File: src/sv/vmpa_pkg.sv
// ----------------------------------------------------------------------------
// vmpa_pkg: shared types and constants for the video memory port
// Item, result and command types, action codes, back-end states.
// ----------------------------------------------------------------------------
package vmpa_pkg;

  localparam int VMPA_NT_BYTES   = 2048;
  localparam int VMPA_NT_IDX_W   = $clog2(VMPA_NT_BYTES);
  localparam int VMPA_PAL_BYTES  = 32;
  localparam int VMPA_PAL_IDX_W  = $clog2(VMPA_PAL_BYTES);
  localparam int VMPA_ADDR_W     = 14;
  localparam int VMPA_PADDR_W    = 13;
  localparam int VMPA_CMD_DEPTH  = 2;
  localparam int VMPA_OUT_DEPTH  = 2;
  localparam int VMPA_STEP_BIT   = 2;

  localparam logic [2:0] ACT_CTRL  = 3'd0;
  localparam logic [2:0] ACT_ADDR  = 3'd1;
  localparam logic [2:0] ACT_WRITE = 3'd2;
  localparam logic [2:0] ACT_READ  = 3'd3;
  localparam logic [2:0] ACT_LOAD  = 3'd4;

  typedef struct packed {
    logic [2:0] action;
    logic [7:0] data_byte;
  } in_item_t;

  typedef struct packed {
    logic [7:0]              read_data;
    logic                    pattern_request;
    logic [VMPA_PADDR_W-1:0] pattern_address;
  } out_item_t;

  typedef enum logic [2:0] {
    CMD_NOP,
    CMD_NT_WR,
    CMD_PAL_WR,
    CMD_NT_RD,
    CMD_PAL_RD,
    CMD_PAT_RD,
    CMD_BUF_RD,
    CMD_LOAD
  } cmd_kind_t;

  typedef struct packed {
    cmd_kind_t                kind;
    logic [VMPA_NT_IDX_W-1:0] index;
    logic [7:0]               data;
    logic [VMPA_PADDR_W-1:0]  paddr;
  } cmd_t;

  typedef enum logic {
    BK_IDLE,
    BK_FILL
  } back_state_t;

endpackage

File: src/sv/vmpa_front.sv
// ----------------------------------------------------------------------------
// vmpa_front: access decoder
// Holds control, address latch and mirroring; turns each access into a
// memory command with a folded index.
// ----------------------------------------------------------------------------
module vmpa_front import vmpa_pkg::*; (
  input  logic     clk,
  input  logic     rst_n,
  input  logic     cfg_we,
  input  logic     cfg_wdata,
  input  logic     in_push,
  input  in_item_t in_item,
  output logic     in_full,
  output logic     cmd_push,
  output cmd_t     cmd,
  input  logic     cmd_full
);

  logic [7:0]             ctrl_r, ctrl_nxt;
  logic [VMPA_ADDR_W-1:0] addr_r, addr_nxt, addr_step;
  logic                   latch_low_r, latch_low_nxt;
  logic                   mirror_v_r;
  logic [VMPA_NT_IDX_W-1:0]  nt_idx;
  logic [VMPA_PAL_IDX_W-1:0] pal_idx;
  logic                   in_nt, in_pal, in_pat;

  assign in_full  = cmd_full;
  assign cmd_push = in_push && !cmd_full;

  assign in_pat = !addr_r[13];
  assign in_nt  = (addr_r[13:12] == 2'b10);
  assign in_pal = (addr_r[13:8] == 6'h3F);

  assign addr_step = addr_r + (ctrl_r[VMPA_STEP_BIT] ? VMPA_ADDR_W'(32) : VMPA_ADDR_W'(1));

  // horizontal: tables 0/1 and 2/3 share; vertical: 0/2 and 1/3 share
  assign nt_idx = mirror_v_r ? addr_r[10:0] : {addr_r[11], addr_r[9:0]};

  // sprite backdrop entries fold onto the background ones
  always_comb begin
    pal_idx = addr_r[4:0];
    if (addr_r[4] && addr_r[1:0] == 2'b00) begin
      pal_idx[4] = 1'b0;
    end
  end

  always_comb begin
    ctrl_nxt      = ctrl_r;
    addr_nxt      = addr_r;
    latch_low_nxt = latch_low_r;
    cmd.kind      = CMD_NOP;
    cmd.index     = in_pal ? VMPA_NT_IDX_W'(pal_idx) : nt_idx;
    cmd.data      = in_item.data_byte;
    cmd.paddr     = addr_r[VMPA_PADDR_W-1:0];
    case (in_item.action)
      ACT_CTRL: begin
        ctrl_nxt = in_item.data_byte;
      end
      ACT_ADDR: begin
        if (!latch_low_r) begin
          addr_nxt = {in_item.data_byte[5:0], addr_r[7:0]};
        end else begin
          addr_nxt = {addr_r[13:8], in_item.data_byte};
        end
        latch_low_nxt = !latch_low_r;
      end
      ACT_WRITE: begin
        addr_nxt = addr_step;
        if (in_nt) begin
          cmd.kind = CMD_NT_WR;
        end else if (in_pal) begin
          cmd.kind = CMD_PAL_WR;
        end
      end
      ACT_READ: begin
        addr_nxt = addr_step;
        if (in_pat) begin
          cmd.kind = CMD_PAT_RD;
        end else if (in_nt) begin
          cmd.kind = CMD_NT_RD;
        end else if (in_pal) begin
          cmd.kind = CMD_PAL_RD;
        end else begin
          cmd.kind = CMD_BUF_RD;
        end
      end
      ACT_LOAD: begin
        cmd.kind = CMD_LOAD;
      end
      default: begin
        cmd.kind = CMD_NOP;
      end
    endcase
  end

  always_ff @(posedge clk) begin
    if (!rst_n) begin
      ctrl_r      <= '0;
      addr_r      <= '0;
      latch_low_r <= 1'b0;
      mirror_v_r  <= 1'b0;
    end else begin
      if (cmd_push) begin
        ctrl_r      <= ctrl_nxt;
        addr_r      <= addr_nxt;
        latch_low_r <= latch_low_nxt;
      end
      if (cfg_we) begin
        mirror_v_r <= cfg_wdata;
      end
    end
  end

endmodule

File: config.mk
export PLATFORM = sky130hd
export DESIGN_NAME = vmpa_front
export DESIGN_NICKNAME = d
export VERILOG_FILES = /design/src/sv/vmpa_pkg.sv /design/src/sv/vmpa_front.sv
export SDC_FILE = /design/constraint.sdc
export NUM_CORES = 1
export LEC_CHECK = 0
export BUFFER_PORTS_ARGS = -buffer_cell sky130_fd_sc_hd__buf_2
export CAP_MARGIN = 30
export CORE_MARGIN = 2
export CORE_UTILIZATION = 50
export DETAILED_ROUTE_END_ITERATION = 12
export PLACE_DENSITY = 0.81
export SYNTH_ARGS = -nofsm -noshare
export SYNTH_HDL_FRONTEND = slang
export SYNTH_SLANG_ARGS = --single-unit
export TNS_END_PERCENT = 10
File: constraint.sdc
create_clock -name clk -period 3.9 [get_ports clk]
set_clock_uncertainty 0.15 [all_clocks]
set_input_delay 0.195 -clock clk [delete_from_list [all_inputs] [get_ports clk]]
set_output_delay 0.195 -clock clk [all_outputs]
set_load 0.01 [all_outputs]
======== Word level (Yosys, flattened, before mapping) ========
Index checks and enable logic that the tools add are counted.
cells by class
  shifts and indexed selects .............. 0
  $mul .................................... 0
  eq/ne operators ......................... 8
  divide/modulo/power cells ............... 0
  bitwise operators ....................... 0
  order comparisons ....................... 0
  muxes and demuxes ....................... 12
  add/subtract/negate cells ............... 1
  reductions and logical operators ........ 12
operators by type and width
  cell                                            number
  one-hot mux 14 bit (2 select lines)             1
  2-to-1 mux 11 bit                               2
  adder 14 x 6 -> 14 bit                          1
  2-to-1 mux 14 bit                               1
  one-hot mux 3 bit (3 select lines)              1
  == test 3 x 2 -> 1 bit (second input constant)  2
  == test 6 bit (second input constant)           1
  2-to-1 mux 2 bit                                3
  2-to-1 mux 3 bit                                2
  2-to-1 mux 6 bit                                1
  AND reduction 3 bit                             2
  inequality test 2 bit (second input constant)   2
  AND reduction 2 bit                             2
  == test 3 x 1 -> 1 bit (second input constant)  1
  == test 3 bit (second input constant)           1
  zero test 3 bit                                 1
  == test 2 bit (second input constant)           1
  logical AND 1 bit                               2
  zero test 1 bit                                 2
  zero test 2 bit                                 1
  nonzero test 2 bit                              1
  OR reduction 2 bit                              1
  2-to-1 mux 1 bit                                1
storage, ports and cells
  bits of input ports ..................... 17
  ROM bits ................................ 0
  RAM bits ................................ 0
  memories ................................ 0
  register bits after elaboration ......... 19
  logic and storage cells ................. 38
  output and inout bits ................... 37
  bits in latches ......................... 0

======== Longest topological paths before layout ========
  depth in word-level cells ............... 5
  depth in mapped cells ................... 8
  depth with buffers taken out ............ 8

======== Worst setup path before layout ========
Ideal clock, no wire load.
  path type ............................... flip-flop to flip-flop
  from .................................... register ctrl_r[2]
  to ...................................... register addr_r[8]
  setup slack ............................. 1.933 ns
  arrival time ............................ 1.698 ns
  required time ........................... 3.630 ns
  library setup time ...................... 0.120 ns
  period minus slack after synthesis ...... 1.967 ns
  path buffers ............................ 0
  stages on the path, launching flop included .. 9
  cells stage by stage .................... dfxtp_1 -> inv_1 -> ha_1 -> ha_1 -> and3_1 -> a31oi_4 -> nor2_2 -> nor4b_2 -> o31a_1
between the ends
  word-level cells in the longest chain between the ends .. 3
ends and longest elaborated chain
  what                                 RTL line           text
  start, declared                      vmpa_front.sv:19   logic [7:0] ctrl_r, ctrl_nxt;
  start signal, assigned               vmpa_front.sv:104  ctrl_r <= ctrl_nxt;
  2-to-1 mux 6 bit                     vmpa_front.sv:34   assign addr_step = addr_r + (ctrl_r[VMPA_STEP_BIT] ? VMPA_ADDR_W'(32) : VMPA_ADDR_W'(1));
  adder 14 x 6 -> 14 bit               vmpa_front.sv:34
  one-hot mux 14 bit (2 select lines)  vmpa_front.sv:55   case (in_item.action)
  end signal, assigned                 vmpa_front.sv:105  addr_r <= addr_nxt;
  end, declared                        vmpa_front.sv:20   logic [VMPA_ADDR_W-1:0] addr_r, addr_nxt, addr_step;
No other way between the ends.
A chain may end at the register's enable or synchronous reset.

==> metrics.md <==
| Metric | Value |
|---|---|
| Status | `finished, violations left` |
| Failing checks | `negative hold slack` |
| Cell area after layout | `1574 µm²` |
| Total track usage | `21.12%` |
| CP Launch Point | `addr_r[8]` |
| DR vias | `1,476` |
| RSZ-0062 raised after global routing | `no` |
| Top Family by Delay on Critical Path | `simple AND/OR/NAND/NOR gates` |
| Synth warn | `0` |
| Hold Path Cell Cnt | `3` |
| Worst Tran Pin Value | `0.7353 ns` |
| Post-Route Setup TNS | `0 ns` |
| Min-delay worst type | `input pin to register` |
| Worst flop-to-flop path endpoint | `addr_r[8]` |
| Max Slew Vio Count | `0` |
| DP HPWL | `2599 µm` |
| CP startpoint kind | `register` |
| N_diodes | `0` |
| Placed Instances | `241` |
| Clock tree buffer depth | `2` |
| Crit path DAT | `1.95 ns` |
| Vias/cell | `6.000` |
| Die Ht | `58.27 µm` |
| Ys async rst share | `0%` |
| Cell Rows | `19` |
| Residual DRC | `0` |
| Port Buf Inserts | `53` |
| H-tree level count | `1` |
| Gate Count Post-Synth | `192` |
| Setup bufs post-CTS | `0` |
| Syn nets | `212` |
| Register bit total from synthesis | `17` |
| Area grow syn2layout | `6.882%` |
| Reg-to-Reg Start | `ctrl_r[2]` |
| Hold EP | `mirror_v_r` |
| Fillers | `275` |
| Commonest non-fill, non-tap cell in the layout | `buf_2` |
| Number of synthesized flops with an enable pin | `0` |
| CP Buf/Inv Count | `1` |
| CP Class | `register to primary output` |
| Hold Crit Start | `cfg_we` |
| Final Hold Fails | `1` |
| Drt first pass iters | `4` |
| Slowest-stage cell, CP | `dfxtp_1` |
| Largest net degree at the start of global routing | `21` |
| Synth Area per Inst | `7.670 µm²` |
| Pwr Density | `232.6 nW/µm²` |
| Core ar. | `2781 µm²` |
| Seq. cell area | `340.3 µm²` |
| Min Tclk post-route | `2.294 ns` |
| Starting density of the core | `52.95%` |
| Leakage | `0.6840 nW` |
| Placed Area | `1538 µm²` |
| Rel. slew slack | `50.98%` |
| Fmax | `436.0 MHz` |
| CTS sink cnt | `17` |
| Post-CTS Resized | `0` |
| Total CTS buffers | `3` |
| Clk root buf | `clkbuf_4` |
| Fin Hold WS | `-0.003586 ns` |
| Setup violators final | `0` |
| Post-Synthesis Cell Area | `1473 µm²` |
| Fin cells | `246` |
| Multi-input logic area | `870.8 µm²` |
| Register area share after synthesis | `23.11%` |
| CTS tree | `built` |
| Tot Pwr | `0.3661 mW` |
| Cell Chain, Critical Path | `nand4_1 > nor2_1 > nand2_1 > o31a_1 > buf_2` |
| CP Capture Type | `primary output` |
| Initial antenna violation count | `0` |
| Antenna viol nets, final | `0` |
| Commonest cells after routing, fill and taps aside | `53 x buf_2, 21 x nand2_1, 17 x dfxtp_1, 15 x a21oi_1, 14 x nor2_1` |
| Synth cell types | `49` |
| VDD IR max | `163.5 µV` |
| Routed len/inst | `14.34 µm` |
| Top_reg_cell synth | `dfxtp_1` |
| Final period util | `58.81%` |
| Die area | `3395 µm²` |
| CP max stage delay | `0.51 ns` |
| Io pins | `54` |
| Die width | `58.27 µm` |
| DRT iter0 DRCs | `71` |
| Worst-skew pair later-pin latency | `0.30 ns` |
| WL final | `3527 µm` |
| Final core occ | `56.59%` |
| Vias in the first global route | `1,242` |
| Max-cap viol count | `0` |
| First-pass GRT wire length | `5595 µm` |
| Routability cong. | `0.8474` |
| R2R setup slack | `1.79 ns` |
| Grt total ovfl | `0` |
| R2R depth | `8` |
| Share of cells above drive strength 1 | `32.09%` |
| CP Data Required Time | `3.56 ns` |
| Nets | `236` |
| Clock slew at reported path FFs | `0.11 ns` |
| Crit-path max FO | `9` |
[power breakdown]
group / internal (mW) / switching, mW / leakage (nW)
sequential: 0.179 / 0.00879 / 0.138
clock: 0.0399 / 0.0585 / 0.0150
combinational: 0.0336 / 0.0467 / 0.531
[Yosys cell counts (2+ instances only)]
library cell / count / area, µm²
buf_4: 26 / 195.2
nand2_1: 21 / 78.83
dfxtp_1: 17 / 340.3
a21oi_1: 15 / 75.07
nor2_1: 14 / 52.55
nand3_1: 8 / 40.04
o21ai_1: 7 / 35.03
mux2i_1: 6 / 60.06
and2_1: 5 / 31.28
buf_2: 5 / 25.02
a31oi_1: 4 / 25.02
clkbuf_1: 4 / 15.01
inv_1: 4 / 15.01
and3_1: 3 / 18.77
ha_1: 3 / 37.54
nand2b_1: 3 / 18.77
nand4_1: 3 / 18.77
nor2_2: 3 / 18.77
nor2b_1: 3 / 18.77
a311oi_2: 2 / 30.03
nor3b_1: 2 / 15.01
o21a_1: 2 / 15.01
o21ai_0: 2 / 10.01
o21ai_2: 2 / 17.52
o311ai_1: 2 / 17.52
o31a_1: 2 / 17.52
xnor2_1: 2 / 17.52
[cells by family (layout without fill, tap and decap cells)]
logic type,count (synthesis),after routing,synth area share (%)
simple gates,73,73,26.51
compound gates,51,51,24.81
buf+inv,40,63,17.76
flops,17,17,23.11
mux,6,6,4.078
fa+ha+maj,3,3,2.549
xor+xnor,2,2,1.190
[metrics by stage]
step                      hold slack (ns)  setup WS (ns)
final                           -0.003586          1.606
after global placement             0.2849          1.870
after global routing              0.02056          1.494
after CTS                     0.000002498          1.647
after floorplan                    0.1889          1.933
after detailed placement           0.2933          1.813
[metal layers]
metal	track usage, %	vias to the layer above	routed length [µm]
met1	29.29	667	1565
li1	-	713	-
met2	32.58	87	1523
met5	0	-	0
met3	2.232	9	336
met4	9.967	0	102
[final cells by class]
class	count	share of cell area [%]
well taps	31	2.464
flip-flops and latches	17	21.62
repair buffers	55	17.97
multi-input cells	135	55.33
inverters	4	0.9539
clock buffers	4	1.669
[how the worst max path moves through the flow]
stage                      to  slack, ns  depth (start not counted)
finish                cmd[25]       1.61                          5
global route          cmd[25]       1.49                          5
CTS                   cmd[25]       1.65                          5
detailed placement  addr_r[8]       1.81                          8
global placement    addr_r[8]       1.87                          8
floorplan           addr_r[8]       1.93                          8
[worst reg2reg max path: cells and delay by family (launching register included)]
family / cells / cell delay [ns]
DFF: 1 / 0.36
AOI/OAI and AO/OA: 2 / 0.53
adders and majority gates: 2 / 0.44
buffers and inverters: 1 / 0.05
and+or+nand+nor: 3 / 0.49
[sequential cells by signal, summed over array words and instances (netlist names)]
name,cells
addr_r,14
ctrl_r,1
latch_low_r,1
mirror_v_r,1
[timing repair]
| item | CTS | global route |
|---|---|---|
| endpoints found under the setup margin | 0 | 0 |
| hold endpoints to repair | 1 | 0 |
| hold buffers | 1 | 0 |
Power figures use the tool's default switching activity.
