$ cat config.mk
export PLATFORM = sky130hd
export DESIGN_NAME = vmpa_fifo
export DESIGN_NICKNAME = d
export VERILOG_FILES = /design/src/sv/vmpa_fifo.sv
export SDC_FILE = /design/constraint.sdc
export NUM_CORES = 1
export LEC_CHECK = 0
export BUFFER_PORTS_ARGS = -buffer_cell sky130_fd_sc_hd__buf_2
export CORE_UTILIZATION = 44
export CTS_BUF_LIST = sky130_fd_sc_hd__clkbuf_4 sky130_fd_sc_hd__clkbuf_8 sky130_fd_sc_hd__clkbuf_16
export DETAILED_ROUTE_END_ITERATION = 12
export GPL_ROUTABILITY_DRIVEN = 0
export HOLD_SLACK_MARGIN = 0.06
export PLACE_DENSITY = 0.77
export SLEW_MARGIN = 20
export SYNTH_ARGS = -nofsm -noshare
export SYNTH_HDL_FRONTEND = slang
export SYNTH_SLANG_ARGS = --single-unit
$ cat constraint.sdc
create_clock -name clk -period 1.4 [get_ports clk]
set_input_delay 0.07 -clock clk [delete_from_list [all_inputs] [get_ports clk]]
set_output_delay 0.07 -clock clk [all_outputs]
set_load 0.03 [all_outputs]
$ cat src/sv/vmpa_fifo.sv
// ----------------------------------------------------------------------------
// vmpa_fifo: small register queue
// Flop-based FIFO with push/full and pop/empty; head is shown combinationally.
// ----------------------------------------------------------------------------
module vmpa_fifo #(
  parameter int WIDTH = 8,
  parameter int DEPTH = 2
) (
  input  logic             clk,
  input  logic             rst_n,
  input  logic             push,
  input  logic [WIDTH-1:0] wdata,
  output logic             full,
  input  logic             pop,
  output logic [WIDTH-1:0] rdata,
  output logic             empty
);

  localparam int PTR_W = (DEPTH > 1) ? $clog2(DEPTH) : 1;
  localparam int CNT_W = $clog2(DEPTH + 1);

  logic [WIDTH-1:0] mem_r [DEPTH];
  logic [PTR_W-1:0] wr_ptr_r, wr_ptr_nxt;
  logic [PTR_W-1:0] rd_ptr_r, rd_ptr_nxt;
  logic [CNT_W-1:0] count_r, count_nxt;
  logic             do_push, do_pop;

  assign full    = (count_r == CNT_W'(DEPTH));
  assign empty   = (count_r == '0);
  assign do_push = push && !full;
  assign do_pop  = pop && !empty;
  assign rdata   = mem_r[rd_ptr_r];

  always_comb begin
    wr_ptr_nxt = wr_ptr_r;
    rd_ptr_nxt = rd_ptr_r;
    count_nxt  = count_r;
    if (do_push) begin
      wr_ptr_nxt = (wr_ptr_r == PTR_W'(DEPTH - 1)) ? '0 : wr_ptr_r + 1'b1;
    end
    if (do_pop) begin
      rd_ptr_nxt = (rd_ptr_r == PTR_W'(DEPTH - 1)) ? '0 : rd_ptr_r + 1'b1;
    end
    if (do_push && !do_pop) begin
      count_nxt = count_r + 1'b1;
    end else if (do_pop && !do_push) begin
      count_nxt = count_r - 1'b1;
    end
  end

  always_ff @(posedge clk) begin
    if (!rst_n) begin
      wr_ptr_r <= '0;
      rd_ptr_r <= '0;
      count_r  <= '0;
    end else begin
      wr_ptr_r <= wr_ptr_nxt;
      rd_ptr_r <= rd_ptr_nxt;
      count_r  <= count_nxt;
    end
  end

  always_ff @(posedge clk) begin
    if (do_push) begin
      mem_r[wr_ptr_r] <= wdata;
    end
  end

endmodule

* Word-level counts from Yosys, hierarchy flattened *
Memory sizes are Yosys's and may differ from the RTL's. A register that Yosys moved wholly into a read port is not among the register bits.
Index checks and enable logic that the tools add are counted.

storage, ports and cells
  register bits = 4
  bits in writable memories = 16
  bits of input ports = 12
  output and inout port bits = 10
  logic and storage cells = 27
  memories kept = 1

memories
  memory  words  bits a word  read ports  clocked after memory_dff  wr ports  RTL line  RTL
  mem_r   2      8            1           1                         1         22        logic [WIDTH-1:0] mem_r [DEPTH];

cells by class
  $add $sub $neg = 4
  equality and inequality tests = 1
  mux-type cells = 8
  reduce and logical (&&, ||, !) cells = 10

operators with widths
  operator               count
  $mux W1                6
  $logic_and A1 B1 Y1    4
  $logic_not A1 Y1       4
  $mux W2                2
  $add A1 B1 Y1 const B  2
  $add A2 B1 Y2 const B  1
  $eq A2 B2 Y1 const B   1
  $logic_not A2 Y1       1
  $reduce_bool A2 Y1     1
  $sub A2 B1 Y2 const B  1

* Logic depth before layout (Yosys ltp) *
Gate-level depths: netlist of run 1.

  depth in word-level cells = 7
  gate-level depth with buffers = 7
  depth with buffers taken out = 7

* Least setup slack after synthesis of run 1 *
Ideal clock, no wire load.

  path type = register -> register
  start point = register count_r[0]
  end point = register count_r[1]
  arrival = 1482 ps
  setup slack = -152 ps
  cell stages (with the launch flop) = 7
  path buffers = 0
  period minus slack after synthesis = 1552 ps
  path through = dfxtp_1 nand2b_1 inv_2 nor2_1 ha_1 or3_1 a21boi_1

on the way
  word-level cells in the longest chain between the ends = 6
  elaborated cells on any way between the ends = 15

ends and longest elaborated chain
  element                       RTL line  RTL
  from (decl)                   25        logic [CNT_W-1:0] count_r, count_nxt;
  from (signal assigned)        59        count_r <= count_nxt;
  $eq A2 B2 Y1 (*)              28        assign full = (count_r == CNT_W'(DEPTH));
  named net full                13        output logic full,
  $logic_not A1 Y1 (*)          30        assign do_push = push && !full;
  $logic_and A1 B1 Y1 (*)       30
  $logic_not A1 Y1              46        end else if (do_pop && !do_push) begin
  $logic_and A1 B1 Y1           46
  $reduce_bool A2 Y1 (no line)  n/a

The timed path passes the listed nets; every way through them passes the cells marked *. The select of a mux whose other input is x is not followed.
A chain may end at the register's enable or synchronous reset.

* Worst setup path in the final report of run 1 *
  start point = register count_r[0]
  end point = register count_r[1]

on the way
  word-level cells in the longest chain between the ends = 6
  elaborated cells on any way between the ends = 15

ends and longest elaborated chain
  element                                                         RTL line
  $eq A2 B2 Y1 / $logic_not A2 Y1 (equally long branches)         28, 29
  $logic_not A1 Y1 (on tied branches)                             30, 31
  $logic_and A1 B1 Y1 (on tied branches)                          30, 31
  $logic_not A1 Y1 (on tied branches)                             46, 44
  $logic_and A1 B1 Y1 (on tied branches)                          46, 44
  $reduce_bool A2 Y1 (no line) / $mux W2 (equally long branches)  n/a

Parallel ways exist; a longest one is shown, timed or not. The select of a mux whose other input is x is not followed.

==> metrics.md, run 1 <==
| Metric | Value |
|---|---|
| Async set or reset register ratio after synthesis | `0%` |
| Synthesized cell area | `roughly 810 um^2` |
| R2R cell count | `7` |
| Total power | `2.02 mW` |
| Synth cell count leaders | `edfxtp_1 (16), mux2_2 (8), dfxtp_1 (5), and2_1 (3)` |
| Critical path class | `flip-flop to flip-flop` |
| Min cycle time layout | `1.43 ns` |
| Endpoints failing hold | `0` |
| Mean post-synth cell area | `16.2 um^2` |
| Hold_ws | `0.154 ns` |
| Synth Warn # | `0` |
| Critical Path Source | `count_r[0]` |
| Share of the synthesized area in the top cell type | `59.4%` |
| Vias in the first global route | `507` |
| Clk pin slew, worst setup/hold paths | `0.10 ns` |
| Drt total wl | `1.30 mm` |
| DIE AREA | `2020 um^2` |
| Total Neg Setup Slack | `-0.0279 ns` |
| Pwr dens | `1760 nW/um^2` |
| DR iter-0 viols | `7` |
| Starting Density | `46.9%` |
| Worst r2r src | `count_r[0]` |
| Synth area leader | `edfxtp_1` |
| Final worst clock skew | `approximately 0.0032 ns` |
| Slew @ Worst Pin | `0.265 ns` |
| Synth top area cells | `edfxtp_1 (59%), dfxtp_1 (12%), mux2_2 (11%), and2_1 (2.3%), xnor2_1 (2.2%)` |
| Io pins | `22` |
| Worst VDD drop | `0.00129 V` |
| Max-cap violations | `0` |
| RSZ-0062 raised after global routing | `yes` |
| Layout Area Growth over Synthesis | `42.3%` |
| Max-slew violations | `0` |
| Post-synth EDFFs | `16` |
| FF-to-FF setup slack | `-0.03 ns` |
| ANT nets after route | `0` |
| Gr usage total | `15.2%` |
| Relative slew slack | `82.2%` |
| Cts bufs inserted | `3` |
| Worst-Skew Late Latency | `roughly 0.28 ns` |
| H-Tree Depth | `1` |
| Critical path startpoint category | `flip-flop` |
| CP endpoint kind | `flip-flop` |
| CTS Sinks | `21` |
| Crit path capture | `count_r[1]` |
| Cell variety after synth | `20` |
| #FFs+latches synth | `21` |
| Chip height | `44.9 um` |
| Dpl cell area | `1010 um^2` |
| ANT cells | `0` |
| First-pass GRT wire length | `2.04 mm` |
| Initial antenna violation count | `0` |
| Final Setup Violations | `1` |
| Final Cell Area | `1150 um^2` |
| Share of cells above drive strength 1 | `52.3%` |
| Final worst slack | `-0.0279 ns` |
| Req. time, crit path | `1.62 ns` |
| Routed wire per std cell | `11.5 um` |
| Final net count | `between 100 and 150` |
| Vias per inst | `4.60` |
| Post-DP HPWL | `937 um` |
| PortBufs | `21` |
| Die W | `44.9 um` |
| Core footprint | `1730 um^2` |
| DRT Pass-1 Iters | `3` |
| Main flop type after synthesis | `edfxtp_1` |
| Synth Net Count | `63` |
| Clock buffer depth | `2` |
| Rows | `15` |
| Max frequency | `0.700 GHz` |
| Residual DRC | `0` |
| Violated checks | `setup timing` |
| Setup Buffers After CTS | `0` |
| Hold Path Class | `input pin to flip-flop` |
| Final period utilization | `102%` |
| CTS tree | `yes` |
| Worst Path Arrival | `between 1.5 and 2 ns` |
| Root buffer cell | `clkbuf_4` |
| Largest net degree at the start of global routing | `12` |
| Outcome | `finished, violations left` |
| Total congestion overflow | `0` |
| Syn Inst Count | `50` |
| Post-synthesis sequential area ratio | `a little under three quarters` |
| Pleak | `0.454 nW` |
| CP Max Fanout | `4` |
| Worst R2R End | `count_r[1]` |
| Most frequent cell after synthesis | `edfxtp_1` |
| Via count | `520` |
flip-flops by register name (all words and copies together) (netlist names), named ones only:
name,flops
rd_ptr_r,1
mem_r,16
count_r,2
wr_ptr_r,1
what timing repair did:
| action | CTS | global route |
|---|---|---|
| endpoints found under the setup margin | 9 | 7 |
| hold buffers | 9 | 0 |
| hold endpoints to repair | 21 | 0 |
| resized for setup | 2 | 4 |
| pin swaps | 0 | 2 |
kinds of logic (layout without fill, tap and decap cells):
logic type | Yosys count | count (layout) | synth area share, %
xor gates and xnor gates | 3 | 3 | 3.25
adders and majority gates | 1 | 1 | 1.55
DFF | 21 | 21 | 71.7
and+or+nand+nor | 9 | 9 | 6.80
buffers and inverters | 3 | 41 | 1.54
AOI/OAI and AO/OA | 5 | 5 | 4.02
muxes | 8 | 8 | 11.1
final cells by class:
cell class / count / area (um^2)
Clock buffer: 4 / 30.0
Fill cell: 138 / 574
Inverter: 2 / 12.5
Multi-Input combinational cell: 26 / 244
Sequential cell: 21 / 589
Tap cell: 25 / 31.3
Timing Repair Buffer: 35 / 245
per-stage QoR:
step / worst slack (ns) / util [%] / instances
floorplan: -0.0256 / - / 50
global placement: 0.0105 / 58.5 / 100
detailed placement: -0.0756 / 58.5 / 100
CTS: -0.0586 / 65.6 / 113
global route: -0.0917 / 66.7 / 113
finish: -0.0279 / 66.7 / 113
how the worst min path moves through the flow:
stage	endpoint	slack, ns	cells past startpoint	startpoint
2_1_floorplan	mem_r[0][0]	0.17	0	wdata[0]
3_3_place_gp	mem_r[1][5]	0.26	1	wdata[5]
3_5_place_dp	mem_r[1][1]	0.26	1	wdata[1]
4_1_cts	wr_ptr_r	0.15	3	push
5_1_grt	wr_ptr_r	0.15	3	push
6_report	wr_ptr_r	0.15	3	push
power by group:
part / switching, mW / total, mW / internal [mW] / leakage, nW
logic: 0.451 / 0.840 / 0.389 / 0.243
registers: 0.0926 / 0.904 / 0.812 / 0.192
clock network: 0.151 / 0.281 / 0.130 / 0.0184
total: 0.694 / 2.02 / 1.33 / 0.454
per-layer routing:
metal	vias up	share of wire (%)	global-route usage (%)	wire, um
li1	259	-	-	-
met1	247	38	15.7	498
met2	12	56	27.6	731
met3	2	3.6	3.60	47
met4	0	1.6	9.09	21
met5	-	0	0	0
critical path: stages (launching register included):
cell and delay (ns):
dfxtp_4 0.37, nand2b_4 0.16, inv_6 0.06, nor2_4 0.03, ha_4 0.15, xor2_1 0.15
or3_1 0.31, a21boi_1 0.13
layout by cell type, fill, tap and decap left out, types with 2 or more instances in the layout:
master         count
clkbuf_4           4
xnor2_1            2
dlygate4sd3_1      9
dfxtp_4            2
buf_2             21
buf_4              4
edfxtp_1          16
and2_1             3
mux2_2             8
dfxtp_1            2
No activity file was read; power rests on OpenSTA's default activity.
==> run 2: changes to the inputs <==
--- a/config.mk
+++ b/config.mk
@@ -12,6 +12,7 @@
 export GPL_ROUTABILITY_DRIVEN = 0
 export HOLD_SLACK_MARGIN = 0.06
 export PLACE_DENSITY = 0.77
+export REMOVE_ABC_BUFFERS = 1
 export SLEW_MARGIN = 20
 export SYNTH_ARGS = -nofsm -noshare
 export SYNTH_HDL_FRONTEND = slang
==> metrics.md, run 2 (same netlist as run 1, synthesis figures left out) <==
| Metric | Value |
|---|---|
| Slowest stage delay, CP | `between 0.3 and 0.4 ns` |
| Min-delay src | `push` |
| Final net count | `104` |
| Core footprint | `about 1700 um^2` |
| Io pins | `22` |
| Max reg flops | `16` |
| Biggest register | `mem_r` |
| First-pass GRT wire length | `2.04 mm` |
| Hold Path Class | `input pin to flip-flop` |
| Commonest non-fill, non-tap cell in the layout | `buf_2` |
| Slew @ Worst Pin | `0.266 ns` |
| Gr usage total | `between 15 and 20%` |
| Initial antenna violation count | `0` |
| Worst Path Arrival | `1.63 ns` |
| Outcome | `finished, final reports clean` |
| Rows | `15` |
| Worst r2r src | `count_r[0]` |
| Critical Path Source | `count_r[0]` |
| Non-filler cells, final | `115` |
| RSZ-0062 raised after global routing | `yes` |
| Min cycle time layout | `1.40 ns` |
| Cts bufs inserted | `3` |
| ANT nets after route | `0` |
| Buf+Inv Stages, Crit Path | `1` |
| Pwr dens | `1770 nW/um^2` |
| DP Cell Count | `a little over 100` |
| Via count | `532` |
| Max-slew violations | `0` |
| Largest net degree at the start of global routing | `13` |
| Clock buffer depth | `2` |
| H-Tree Depth | `1` |
| Worst-path cell chain | `nand2b_4 -> inv_2 -> nor2_4 -> ha_4 -> or3_1 -> a21boi_1` |
| CP top delay family | `simple AND/OR/NAND/NOR gates` |
| Drt total wl | `1.34 mm` |
| Most frequent cells in the layout | `buf_2 (21), edfxtp_1 (16), dlygate4sd3_1 (9)` |
| DIE AREA | `2020 um^2` |
| Post-DP HPWL | `893 um` |
| Worst-Skew Late Latency | `0.29 ns` |
| Root buffer cell | `clkbuf_4` |
| CP Max Fanout | `3` |
| Worst R2R End | `count_r[1]` |
| CP max-delay cell | `dfxtp_2` |
| Total congestion overflow | `0` |
| Final Setup Violations | `0` |
| Final period utilization | `99.7%` |
| Post-layout util | `66.3%` |
| Total power | `2.03 mW` |
| Fillers | `135` |
| Layout Area Growth over Synthesis | `41.4%` |
| Vias in the first global route | `just over 500` |
| R2R cell count | `6` |
| PortBufs | `21` |
| DRT Pass-1 Iters | `4` |
| CTS Sinks | `21` |
| Req. time, crit path | `1.63 ns` |
| DR iter-0 viols | `10` |
| ANT cells | `0` |
| Hold path depth | `3` |
| Worst VDD drop | `0.00117 V` |
| WP depth | `6` |
| Hold path endpoint | `wr_ptr_r` |
| Endpoints failing hold | `0` |
| Critical path class | `flip-flop to flip-flop` |
| Max-cap violations | `0` |
| FF-to-FF setup slack | `0.004 ns` |
| Pleak | `0.462 nW` |
| Share of cells above drive strength 1 | `53.3%` |
| Die W | `approximately 45 um` |
| Relative slew slack | `slightly above 80%` |
| CP endpoint kind | `flip-flop` |
| CTS tree | `yes` |
| Max frequency | `0.716 GHz` |
| Residual DRC | `0` |
| Largest regs | `mem_r: 16 flops, count_r: 2 flops` |
| Starting Density | `46.9%` |
| Vias per inst | `4.63` |
| Critical path startpoint category | `flip-flop` |
| Chip height | `44.9 um` |
| Final worst clock skew | `approximately 0.0007 ns` |
| Routed wire per std cell | `11.6 um` |
| Clk pin slew, worst setup/hold paths | `0.11 ns` |
-- run 2: changes by cell type in the layout (fill, tap and decap cells not counted) --
cell / before / now
dfxtp_4: 2 / 1
inv_2: 0 / 1
clkbuf_4: 4 / 3
buf_4: 4 / 7
dfxtp_2: 1 / 2
buf_12: 1 / 0
inv_6: 1 / 0
clkinv_2: 0 / 1
-- run 2: layout make-up --
type | count | area (um^2) | area share (%)
multi-input combinational | 26 | 244 | 21.3
sequential | 21 | 587 | 51.3
inverter | 2 | 7.51 | 0.656
tap | 25 | 31.3 | 2.73
clock buffer | 3 | 22.5 | 1.97
clock inverter | 1 | 5.00 | 0.437
timing repair buffer | 37 | 248 | 21.6
-- run 2: worst register-to-register path: cells and delay by family (launching register included) --
kind            cells  cell delay, ns
simple gates        3            0.60
fa+ha+maj           1            0.21
flops               1            0.36
buf+inv             1            0.05
compound gates      1            0.12
-- run 2: stage by stage --
step	hold WS, ns	worst slack, ns	area, um^2	setup TNS [ns]
final	0.147	0.00407	1140	0
after global routing	0.143	-0.0479	1140	-0.0782
after CTS	0.144	-0.0166	1120	-0.0166
after detailed placement	0.262	-0.0888	986	-0.137
after global placement	0.259	0.000579	986	0
after floorplan	0.169	-0.152	805	-0.268
-- run 2: power breakdown --
| group | switching [mW] | internal (mW) | leakage [nW] | total (mW) |
|---|---|---|---|---|
| combinational | 0.453 | 0.403 | 0.252 | 0.856 |
| clock | 0.174 | 0.106 | 0.0177 | 0.281 |
| sequential | 0.0826 | 0.807 | 0.192 | 0.890 |
| total | 0.710 | 1.32 | 0.462 | 2.03 |
-- run 2: worst max-delay path by stage --
stage                            end  slack [ns]
after floorplan           count_r[1]       -0.15
after global placement    count_r[1]      0.0006
after detailed placement  count_r[1]       -0.09
after CTS                 count_r[1]       -0.02
after global routing      count_r[1]       -0.05
final                     count_r[1]       0.004
-- run 2: repair_timing --
action / 4_1_cts / 5_1_grt
cloned: 0 / 0
buffers inserted: 1 / 0
gates resized for setup: 4 / 5
hold buffers: 9 / 0
endpoints found under the setup margin: 10 / 10
pin swaps: 0 / 3
endpoints found under the hold margin: 21 / 0
-- run 2: routing by layer --
| layer | wire length, um | track usage [%] | vias up |
|---|---|---|---|
| li1 | - | - | 262 |
| met3 | 50 | 4.80 | 2 |
| met1 | 548 | 13.8 | 256 |
| met2 | 725 | 29.4 | 12 |
| met4 | 10 | 9.09 | 0 |
| met5 | 0 | 0 | - |
==> run 3: changes to the inputs <==
--- a/config.mk
+++ b/config.mk
@@ -6,11 +6,13 @@
 export NUM_CORES = 1
 export LEC_CHECK = 0
 export BUFFER_PORTS_ARGS = -buffer_cell sky130_fd_sc_hd__buf_2
+export CAP_MARGIN = 20
 export CORE_UTILIZATION = 44
 export CTS_BUF_LIST = sky130_fd_sc_hd__clkbuf_4 sky130_fd_sc_hd__clkbuf_8 sky130_fd_sc_hd__clkbuf_16
 export DETAILED_ROUTE_END_ITERATION = 12
 export GPL_ROUTABILITY_DRIVEN = 0
 export HOLD_SLACK_MARGIN = 0.06
+export MAX_ROUTING_LAYER = met4
 export PLACE_DENSITY = 0.77
 export REMOVE_ABC_BUFFERS = 1
 export SLEW_MARGIN = 20
==> metrics.md, run 3 (same netlist as run 1, synthesis figures left out) <==
| Metric | Value |
|---|---|
| FF+latch area | `~590 um^2` |
| Drt total wl | `1.33 mm` |
| FF-to-FF setup slack | `0.005 ns` |
| Worst-path cell chain | `nand2b_4 -> inv_2 -> nor2_4 -> ha_4 -> or3_1 -> a21boi_1` |
| First-pass GRT wire length | `2.02 mm` |
| Gr usage total | `between 10% and 20%` |
| DRT Pass-1 Iters | `4` |
| Critical path class | `flip-flop to flip-flop` |
| H-Tree Depth | `1` |
| CP max-delay cell | `dfxtp_2` |
| Max-cap violations | `0` |
| Final net count | `around 100` |
| Commonest non-fill, non-tap cell in the layout | `buf_2` |
| RSZ-0062 raised after global routing | `yes` |
| Largest net degree at the start of global routing | `13` |
| DP Cell Count | `101` |
| Worst Path Arrival | `~1.6 ns` |
| Clock group share of total power | `13.8%` |
| Root buffer cell | `clkbuf_4` |
| Final Setup Violations | `0` |
| Relative slew slack | `82.1%` |
| Final period utilization | `99.6%` |
| Clock buffer depth | `2` |
| Starting Density | `~47%` |
| Slowest stage delay, CP | `around 0.36 ns` |
| Worst VDD drop | `0.00117 V` |
| CP Max Fanout | `3` |
| Non-filler cells, final | `115` |
| PortBufs | `21` |
| Pwr dens | `1770 nW/um^2` |
| Fillers | `135` |
| CP endpoint kind | `flip-flop` |
| DR iter-0 viols | `12` |
| Layout Area Growth over Synthesis | `41.4%` |
| Critical path startpoint category | `flip-flop` |
| Max reg flops | `16` |
| Sequential Power Share | `44.0%` |
| Final worst slack | `0.00501 ns` |
| Sw power | `0.709 mW` |
| Most frequent cells in the layout | `buf_2 (21), edfxtp_1 (16), dlygate4sd3_1 (9)` |
| Total congestion overflow | `0` |
| Total Neg Setup Slack | `0 ns` |
| Rows | `15` |
| ANT nets after route | `0` |
| Min cycle time layout | `1.39 ns` |
| Pleak | `around 0.46 nW` |
| Outcome | `finished, final reports clean` |
| Cell-internal power | `1.32 mW` |
| DIE AREA | `just over 2000 um^2` |
| Max frequency | `0.717 GHz` |
| Req. time, crit path | `1.63 ns` |
| Chip height | `44.9 um` |
| ANT cells | `0` |
| Endpoints failing hold | `0` |
| Max-slew violations | `0` |
| Post-DP HPWL | `893 um` |
| Residual DRC | `0` |
| Vias per inst | `4.60` |
| Routed wire per std cell | `11.6 um` |
| CTS Sinks | `21` |
| Initial antenna violation count | `0` |
| Slew @ Worst Pin | `~0.27 ns` |
| Share of cells above drive strength 1 | `53.3%` |
| Worst-Skew Late Latency | `0.29 ns` |
| Die W | `between 40 and 50 um` |
| CTS tree | `yes` |
| Comb power frac | `42.2%` |
| Total power | `2.03 mW` |
| Biggest register | `mem_r` |
| Largest regs | `mem_r: 16 flops, count_r: 2 flops` |
| Vias in the first global route | `just over 500` |
| Hold Path Class | `input pin to flip-flop` |
| Core footprint | `1730 um^2` |
| Final worst clock skew | `0.00282 ns` |
| Cts bufs inserted | `3` |
| Sw Share | `a little over a third` |
| Setup WS pre-CTS | `-0.0888 ns` |
| Area of the multi-input gates | `approximately 240 um^2` |
| Io pins | `22` |
| Clk pin slew, worst setup/hold paths | `roughly 0.11 ns` |
| Via count | `529` |
run 3: timing repair:
item / CTS / global route
endpoints found under the hold margin: 21 / 0
pin swaps: 0 / 3
endpoints found under the setup margin: 10 / 10
resized for setup: 4 / 5
hold buffers: 9 / 0
setup buffers: 1 / 0
run 3: layout make-up:
| cell class | count | share of cell area (%) |
|---|---|---|
| clock inverters | 1 | 0.437 |
| well taps | 25 | 2.73 |
| clock buffers | 3 | 1.97 |
| inverters | 2 | 0.656 |
| flip-flops and latches | 21 | 51.3 |
| multi-input cells | 26 | 21.3 |
| repair buffers | 37 | 21.6 |
run 3: metal layers:
layer | up-vias | share of wire [%] | track usage, %
li1 | 262 | - | -
met1 | 251 | 41 | 13.8
met2 | 14 | 54 | 29.4
met3 | 2 | 3.5 | 3.60
met4 | 0 | 0.75 | 9.09
met5 | - | 0 | -
run 3: power by group through the flow:
stage	logic, mW	clock network, mW	registers, mW
final	0.855	0.280	0.890
after global routing	0.928	0.320	0.907
after CTS	0.827	0.297	0.886
after detailed placement	0.768	0	0.890
after global placement	0.754	0	0.881
after floorplan	0.530	0	0.871
run 3: worst paths after layout:
kind	start	to	cells after the start
setup / recovery	count_r[0]	count_r[1]	6
hold / removal	push	wr_ptr_r	3
setup reg to reg	count_r[0]	count_r[1]	6
hold reg to reg	count_r[1]	count_r[1]	2
run 3: through the flow:
| step | area (um^2) | utilization (%) | hold WS [ns] |
|---|---|---|---|
| floorplan | 805 | - | 0.169 |
| global placement | 986 | 57.1 | 0.259 |
| detailed placement | 986 | 57.1 | 0.262 |
| CTS | 1120 | 65.0 | 0.144 |
| global route | 1140 | 66.3 | 0.149 |
| finish | 1140 | 66.3 | 0.149 |
run 3: critical path, delay by kind of cell (launching register included):
kind | cells | cell delay (ns)
adder cells (fa/ha/maj) | 1 | 0.21
AND/OR/NAND/NOR | 3 | 0.60
buffers and inverters | 1 | 0.05
AO/OA/AOI/OAI | 1 | 0.11
flip-flops | 1 | 0.36
